===== src/sat_pkg.sv =====
// Shared constants and controller/datapath interface types for the separating-axis test.
package sat_pkg;

  localparam int MAX_VERTICES = 16;
  localparam int IDX_W        = $clog2(MAX_VERTICES);
  localparam int CNT_W        = $clog2(MAX_VERTICES + 1);
  localparam int COORD_W      = 16;
  localparam int VERT_W       = 2 * COORD_W;
  localparam int NORM_W       = COORD_W + 1;
  localparam int PROD_W       = NORM_W + COORD_W;
  localparam int PROJ_W       = PROD_W + 1;
  localparam int AXIS_IDX_W   = 4;

  typedef enum logic [1:0] {
    ST_OK       = 2'd0,
    ST_EMPTY    = 2'd1,
    ST_OVERFLOW = 2'd2
  } status_e;

  // Commands from the controller to the datapath
  typedef struct packed {
    logic             load;     // store the incoming vertex
    logic             clear;    // drop both polygons after a test
    logic             cap_a;    // read data holds the edge start vertex
    logic             cap_b;    // read data holds the edge end vertex
    logic             issue;    // projection read issued this cycle
    logic             in1;      // first polygon entry is valid
    logic             in2;      // second polygon entry is valid
    logic             first;    // first entry of the sweep
    logic [IDX_W-1:0] addr1;
    logic [IDX_W-1:0] addr2;
  } sat_cmd_t;

  // Status from the datapath to the controller
  typedef struct packed {
    logic [CNT_W-1:0] n1;
    logic [CNT_W-1:0] n2;
    logic             ovf;
    logic             pipe_busy;
    logic             sep;
  } sat_stat_t;

endpackage


===== src/sat_datapath.sv =====
// Vertex stores, edge normal, projection pipeline and interval tracking.
module sat_datapath import sat_pkg::*; (
  input  logic                      clk_i,
  input  logic                      rst_ni,
  input  sat_cmd_t                  cmd_i,
  input  logic                      func_i,
  input  logic signed [COORD_W-1:0] vertex_x_i,
  input  logic signed [COORD_W-1:0] vertex_y_i,
  output sat_stat_t                 stat_o
);

  typedef struct packed {
    logic v;
    logic in1;
    logic in2;
    logic first;
  } tag_t;

  logic [VERT_W-1:0] first_mem  [MAX_VERTICES];
  logic [VERT_W-1:0] second_mem [MAX_VERTICES];
  logic [VERT_W-1:0] rdata1_q, rdata2_q;

  logic [CNT_W-1:0] n1_q, n2_q;
  logic             ovf_q;

  logic signed [COORD_W-1:0] ex_q, ey_q;
  logic signed [NORM_W-1:0]  ax_q, ay_q;
  logic signed [NORM_W-1:0]  ax_d, ay_d;

  tag_t tag1_q, tag2_q, tag3_q;
  logic signed [PROD_W-1:0] px1_q, py1_q, px2_q, py2_q;
  logic signed [PROJ_W-1:0] p1_q, p2_q;
  logic signed [PROJ_W-1:0] lo1_q, hi1_q, lo2_q, hi2_q;

  logic signed [COORD_W-1:0] x1, y1, x2, y2;
  logic                      room1, room2;

  assign room1 = n1_q < CNT_W'(MAX_VERTICES);
  assign room2 = n2_q < CNT_W'(MAX_VERTICES);

  // Vertex memories, one write and one registered read each
  always_ff @(posedge clk_i) begin
    if (cmd_i.load && !func_i && room1) begin
      first_mem[n1_q[IDX_W-1:0]] <= {vertex_y_i, vertex_x_i};
    end
    if (cmd_i.load && func_i && room2) begin
      second_mem[n2_q[IDX_W-1:0]] <= {vertex_y_i, vertex_x_i};
    end
    rdata1_q <= first_mem[cmd_i.addr1];
    rdata2_q <= second_mem[cmd_i.addr2];
  end

  // Fill counts and overflow flag
  always_ff @(posedge clk_i or negedge rst_ni) begin
    if (!rst_ni) begin
      n1_q  <= '0;
      n2_q  <= '0;
      ovf_q <= 1'b0;
    end else if (cmd_i.clear) begin
      n1_q  <= '0;
      n2_q  <= '0;
      ovf_q <= 1'b0;
    end else if (cmd_i.load) begin
      if (!func_i) begin
        if (room1) n1_q <= n1_q + CNT_W'(1);
        else       ovf_q <= 1'b1;
      end else begin
        if (room2) n2_q <= n2_q + CNT_W'(1);
        else       ovf_q <= 1'b1;
      end
    end
  end

  assign x1 = rdata1_q[COORD_W-1:0];
  assign y1 = rdata1_q[VERT_W-1:COORD_W];
  assign x2 = rdata2_q[COORD_W-1:0];
  assign y2 = rdata2_q[VERT_W-1:COORD_W];

  // Edge normal (-dy, dx), left unnormalized
  assign ax_d = NORM_W'(ey_q) - NORM_W'(y1);
  assign ay_d = NORM_W'(x1) - NORM_W'(ex_q);

  always_ff @(posedge clk_i) begin
    if (cmd_i.cap_a) begin
      ex_q <= x1;
      ey_q <= y1;
    end
    if (cmd_i.cap_b) begin
      ax_q <= ax_d;
      ay_q <= ay_d;
    end
  end

  // Projection pipeline tags: read, multiply, add
  always_ff @(posedge clk_i or negedge rst_ni) begin
    if (!rst_ni) begin
      tag1_q <= '0;
      tag2_q <= '0;
      tag3_q <= '0;
    end else begin
      tag1_q <= '{v: cmd_i.issue, in1: cmd_i.in1, in2: cmd_i.in2, first: cmd_i.first};
      tag2_q <= tag1_q;
      tag3_q <= tag2_q;
    end
  end

  // Multiply stage then add stage
  always_ff @(posedge clk_i) begin
    px1_q <= PROD_W'(ax_q) * PROD_W'(x1);
    py1_q <= PROD_W'(ay_q) * PROD_W'(y1);
    px2_q <= PROD_W'(ax_q) * PROD_W'(x2);
    py2_q <= PROD_W'(ay_q) * PROD_W'(y2);
    p1_q  <= PROJ_W'(px1_q) + PROJ_W'(py1_q);
    p2_q  <= PROJ_W'(px2_q) + PROJ_W'(py2_q);
  end

  // Running interval of each polygon on the current axis
  always_ff @(posedge clk_i) begin
    if (tag3_q.v && tag3_q.in1) begin
      if (tag3_q.first || p1_q < lo1_q) lo1_q <= p1_q;
      if (tag3_q.first || p1_q > hi1_q) hi1_q <= p1_q;
    end
    if (tag3_q.v && tag3_q.in2) begin
      if (tag3_q.first || p2_q < lo2_q) lo2_q <= p2_q;
      if (tag3_q.first || p2_q > hi2_q) hi2_q <= p2_q;
    end
  end

  assign stat_o.n1        = n1_q;
  assign stat_o.n2        = n2_q;
  assign stat_o.ovf       = ovf_q;
  assign stat_o.pipe_busy = tag1_q.v | tag2_q.v | tag3_q.v;
  assign stat_o.sep       = (lo1_q >= hi2_q) || (lo2_q >= hi1_q);

endmodule


===== config.mk =====
export PLATFORM = sky130hd
export DESIGN_NAME = sat_datapath
export DESIGN_NICKNAME = d
export VERILOG_FILES = /design/src/sat_pkg.sv /design/src/sat_datapath.sv
export SDC_FILE = /design/constraint.sdc
export NUM_CORES = 2
export LEC_CHECK = 0
export BUFFER_PORTS_ARGS = -buffer_cell sky130_fd_sc_hd__buf_2
export CAP_MARGIN = 0
export CORE_MARGIN = 1.5
export CORE_UTILIZATION = 43
export DETAILED_ROUTE_END_ITERATION = 10
export PLACE_DENSITY = 0.66
export SYNTH_ARGS = -nofsm -noshare
export SYNTH_HDL_FRONTEND = slang
export SYNTH_SLANG_ARGS = --single-unit

===== constraint.sdc =====
create_clock -name clk_i -period 10.2 [get_ports clk_i]
set_clock_uncertainty 0.1 [all_clocks]
set_input_delay 2.04 -clock clk_i [delete_from_list [all_inputs] [get_ports clk_i]]
set_output_delay 2.04 -clock clk_i [all_outputs]
set_load 0.05 [all_outputs]

==> results by group <==
Global routing
  • Number of global-route vias before repair: 64827
  • Gr ovfl total: 0
  • Number of antenna violations at the first check in global routing: 35
  • First-pass GRT wire length: 384000 microns
  • Largest net degree at the start of global routing: 74
  • GRT Total Usage: 21.4%

Synthesis
  • Seq/Total Area, Yosys: approximately 42%
  • Synth Instances: 7839
  • Average size of a mapped cell: about 13 sq um
  • Most frequent cell after synthesis: inv_1
  • Synth cell types: between 90 and 100
  • Syn Std Cell Area: 101000 sq um
  • Post-synthesis async set-or-reset flop share: between 1.5 and 2%
  • Synth Flop Type: edfxtp_1
  • Syn nets: 9642
  • #FFs+latches synth: 1513
  • Yosys top cell area share: 36.3%
  • Area contributors post-synth: edfxtp_1 (36%), fa_1 (22%), ha_1 (8.0%)
  • Post-synth EDFFs: roughly 1200
  • Synth cell count leaders: inv_1 (1437), edfxtp_1 (1226), fa_1 (1108)
  • Dominant cell type by area after synthesis: edfxtp_1
  • Ys Warns: 0

Clock network
  • Cell at the root of the clock tree: clkbuf_16
  • Maximum buffer depth of the clock tree: 3
  • Post-cts repair resize count: 0
  • TritonCTS clock tree: built
  • CTS Sinks: between 1500 and 2000
  • Setup bufs post-CTS: 0
  • Clock-pin slew on the worst setup and hold paths: approximately 0.060 ns
  • Post-CTS Hold Buffers: 0
  • CTS H-tree depth: 4
  • Clk_lat worst skew: a little over 0.8 ns
  • Total CTS buffers: 153

Placement
  • Post-DP HPWL: 173000 microns
  • Gpl congestion: 0.901
  • Number of port buffers: 63
  • Placed cell areas: roughly 110000 sq um

Layout
  • Footprint of the multi-input gates: 52500 sq um
  • Fill cells: 20531
  • Final nets: between 9000 and 10000
  • Post-Layout Inst Area: 111000 sq um
  • Layout cell share with drive strength beyond 1: approximately a tenth
  • Layout area overhead: 9.44%
  • Register area: 42700 sq um

Setup path
  • Endpoint class of the critical path: flip-flop
  • CP Max Fanout: 19
  • R2R Path End: py1_q[31]$_DFF_P_
  • CP Launch Type: flip-flop
  • R2r startpoint: rdata1_q[23]$_DFF_P_
  • FF-to-FF path depth: 22
  • Worst Path Class, Setup: flip-flop to flip-flop
  • Worst Path Arrival: 7.98 ns
  • Critical path data required time: 10.80 ns
  • Reg2reg setup slack: 2.82 ns

STA
  • Max Transition Viols Final: 0
  • RSZ-0062 raised after global routing: false
  • Min cycle time layout: 7.38 ns
  • Setup Viol. Count Final: 0
  • Setup TNS: 0 ns
  • Max_slew headroom: 17.0%
  • Final hold violation count: 0
  • Worst-Margin Slew: 1.24 ns
  • Hold slack: 0.245 ns
  • Achievable Freq: 0.136 GHz
  • Fin crit share: 72.3%

Run status
  • Run status: completed

Die
  • Chip Height: 488 microns
  • Total I/O pin count: 64
  • Die Width: 488 microns
  • Starting Density: between 40% and 50%
  • Row count: 178
  • Core Area: 235000 sq um
  • Die area: approximately 240000 sq um

Hold path
  • Hold Path Class: flip-flop to flip-flop
  • Hold path cells: 0
  • Hold_sp: tag1_q[1]$_DFF_PN0_
  • Hold Crit Endpoint: tag2_q[1]$_DFF_PN0_

Drt
  • DRC violations left: 0
  • Number of DRC markers in iteration 0: 5010
  • Vias per inst: 5.38
  • Antenna-violating nets left: 0
  • Wire per inst: ~22 microns
  • Drt total wl: 249000 microns
  • Via count: 60116
  • TritonRoute pass-1 iters: 5

Job
  • Max-cap violations: 0
## placed cells by master, fill, tap and decap left out, types with 16 or more instances in the layout
cell type  count
inv_1       1437
edfxtp_1    1226
fa_1        1108
ha_1         644
nand2_1      595
and2_1       531
mux4_2       320
dfxtp_1      264
nor2_1       197
a21oi_1      188
xnor2_1      172
clkbuf_16    157
a21o_1       140
buf_4        103
o21ai_0       72
buf_2         59
nand2b_1      53
nand3_1       48
nand4_1       48
xor2_1        47
o21ai_1       44
nor3_1        41
a211oi_1      34
nor2b_1       33
o21a_1        33
clkinv_2      32
clkbuf_1      29
o21bai_1      25
dfrtp_1       23
a31oi_1       16
## worst max-delay path, cell delays in order (launching register included)
cell and delay (ns):
dfxtp_1 1.14, nand2_1 0.19, fa_1 0.59, inv_1 0.05, fa_1 0.49, inv_1 0.05, fa_1 0.52, inv_1 0.05
fa_1 0.46, fa_1 0.50, inv_1 0.06, fa_1 0.47, inv_1 0.04, ha_1 0.33, a21o_1 0.18, a21oi_1 0.14
o21bai_1 0.10, or3_1 0.32, a211o_1 0.25, a31oi_1 0.35, o21ai_1 0.24, o221a_2 0.34, o311ai_1 0.30
## logic make-up after synthesis
family / Yosys count / synth area share [%]
AOI/OAI and AO/OA: 687 / 4.56
xor gates and xnor gates: 219 / 1.89
adders and majority gates: 1752 / 29.8
buffers and inverters: 1700 / 6.30
DFF: 1513 / 42.1
muxes: 326 / 7.17
and+or+nand+nor: 1642 / 8.12
## flip-flops by register name, indices dropped and copies added, names as in the netlist
name,flops
tag3_q,4
px1_q,33
rdata1_q,32
p1_q,34
first_mem,512
lo2_q,34
py1_q,33
hi2_q,34
p2_q,34
ex_q,16
n2_q,5
second_mem,512
n1_q,5
ey_q,16
hi1_q,34
px2_q,33
lo1_q,34
ovf_q,1
tag1_q,4
ax_q,17
py2_q,33
tag2_q,4
ay_q,17
rdata2_q,32
## how the worst max path moves through the flow
stage                              start                 to  cells past startpoint
floorplan           rdata1_q[23]$_DFF_P_  py1_q[31]$_DFF_P_                     24
global placement    rdata1_q[23]$_DFF_P_  py1_q[31]$_DFF_P_                     22
detailed placement  rdata1_q[23]$_DFF_P_  py1_q[31]$_DFF_P_                     22
CTS                 rdata1_q[23]$_DFF_P_  py1_q[31]$_DFF_P_                     22
global route        rdata1_q[23]$_DFF_P_  py1_q[31]$_DFF_P_                     22
finish              rdata1_q[23]$_DFF_P_  py1_q[31]$_DFF_P_                     22
## metrics by stage
step | instances | utilization, % | setup WS [ns]
final | 11183 | 47.2 | 2.82
after global routing | 11177 | 47.2 | 2.57
after CTS | 11176 | 47.2 | 2.92
after detailed placement | 10890 | 45.0 | 2.91
after global placement | 10890 | 45.0 | 2.97
after floorplan | 7839 | - | 3.86
## per-layer routing
metal | vias to the layer above | GRT usage [%] | wire length, microns
met4 | 18 | 8.63 | 10700
met3 | 463 | 3.43 | 16500
met1 | 31381 | 27.4 | 100000
met2 | 2011 | 36.1 | 122000
li1 | 26243 | - | -
met5 | - | 0 | 114
## layout make-up
cell class                      count  area share (%)
Timing Repair Buffer              164           0.988
Antenna cell                        7          0.0158
Multi-Input combinational cell   4626            47.3
Tap cell                         3150            3.55
Inverter                         1437            4.86
Sequential cell                  1513            38.5
Clock buffer                      191            3.70
Clock inverter                     95            1.07
Power is not shown: default switching activity piles up to over one toggle a cycle in this logic, so the estimate is an artifact.
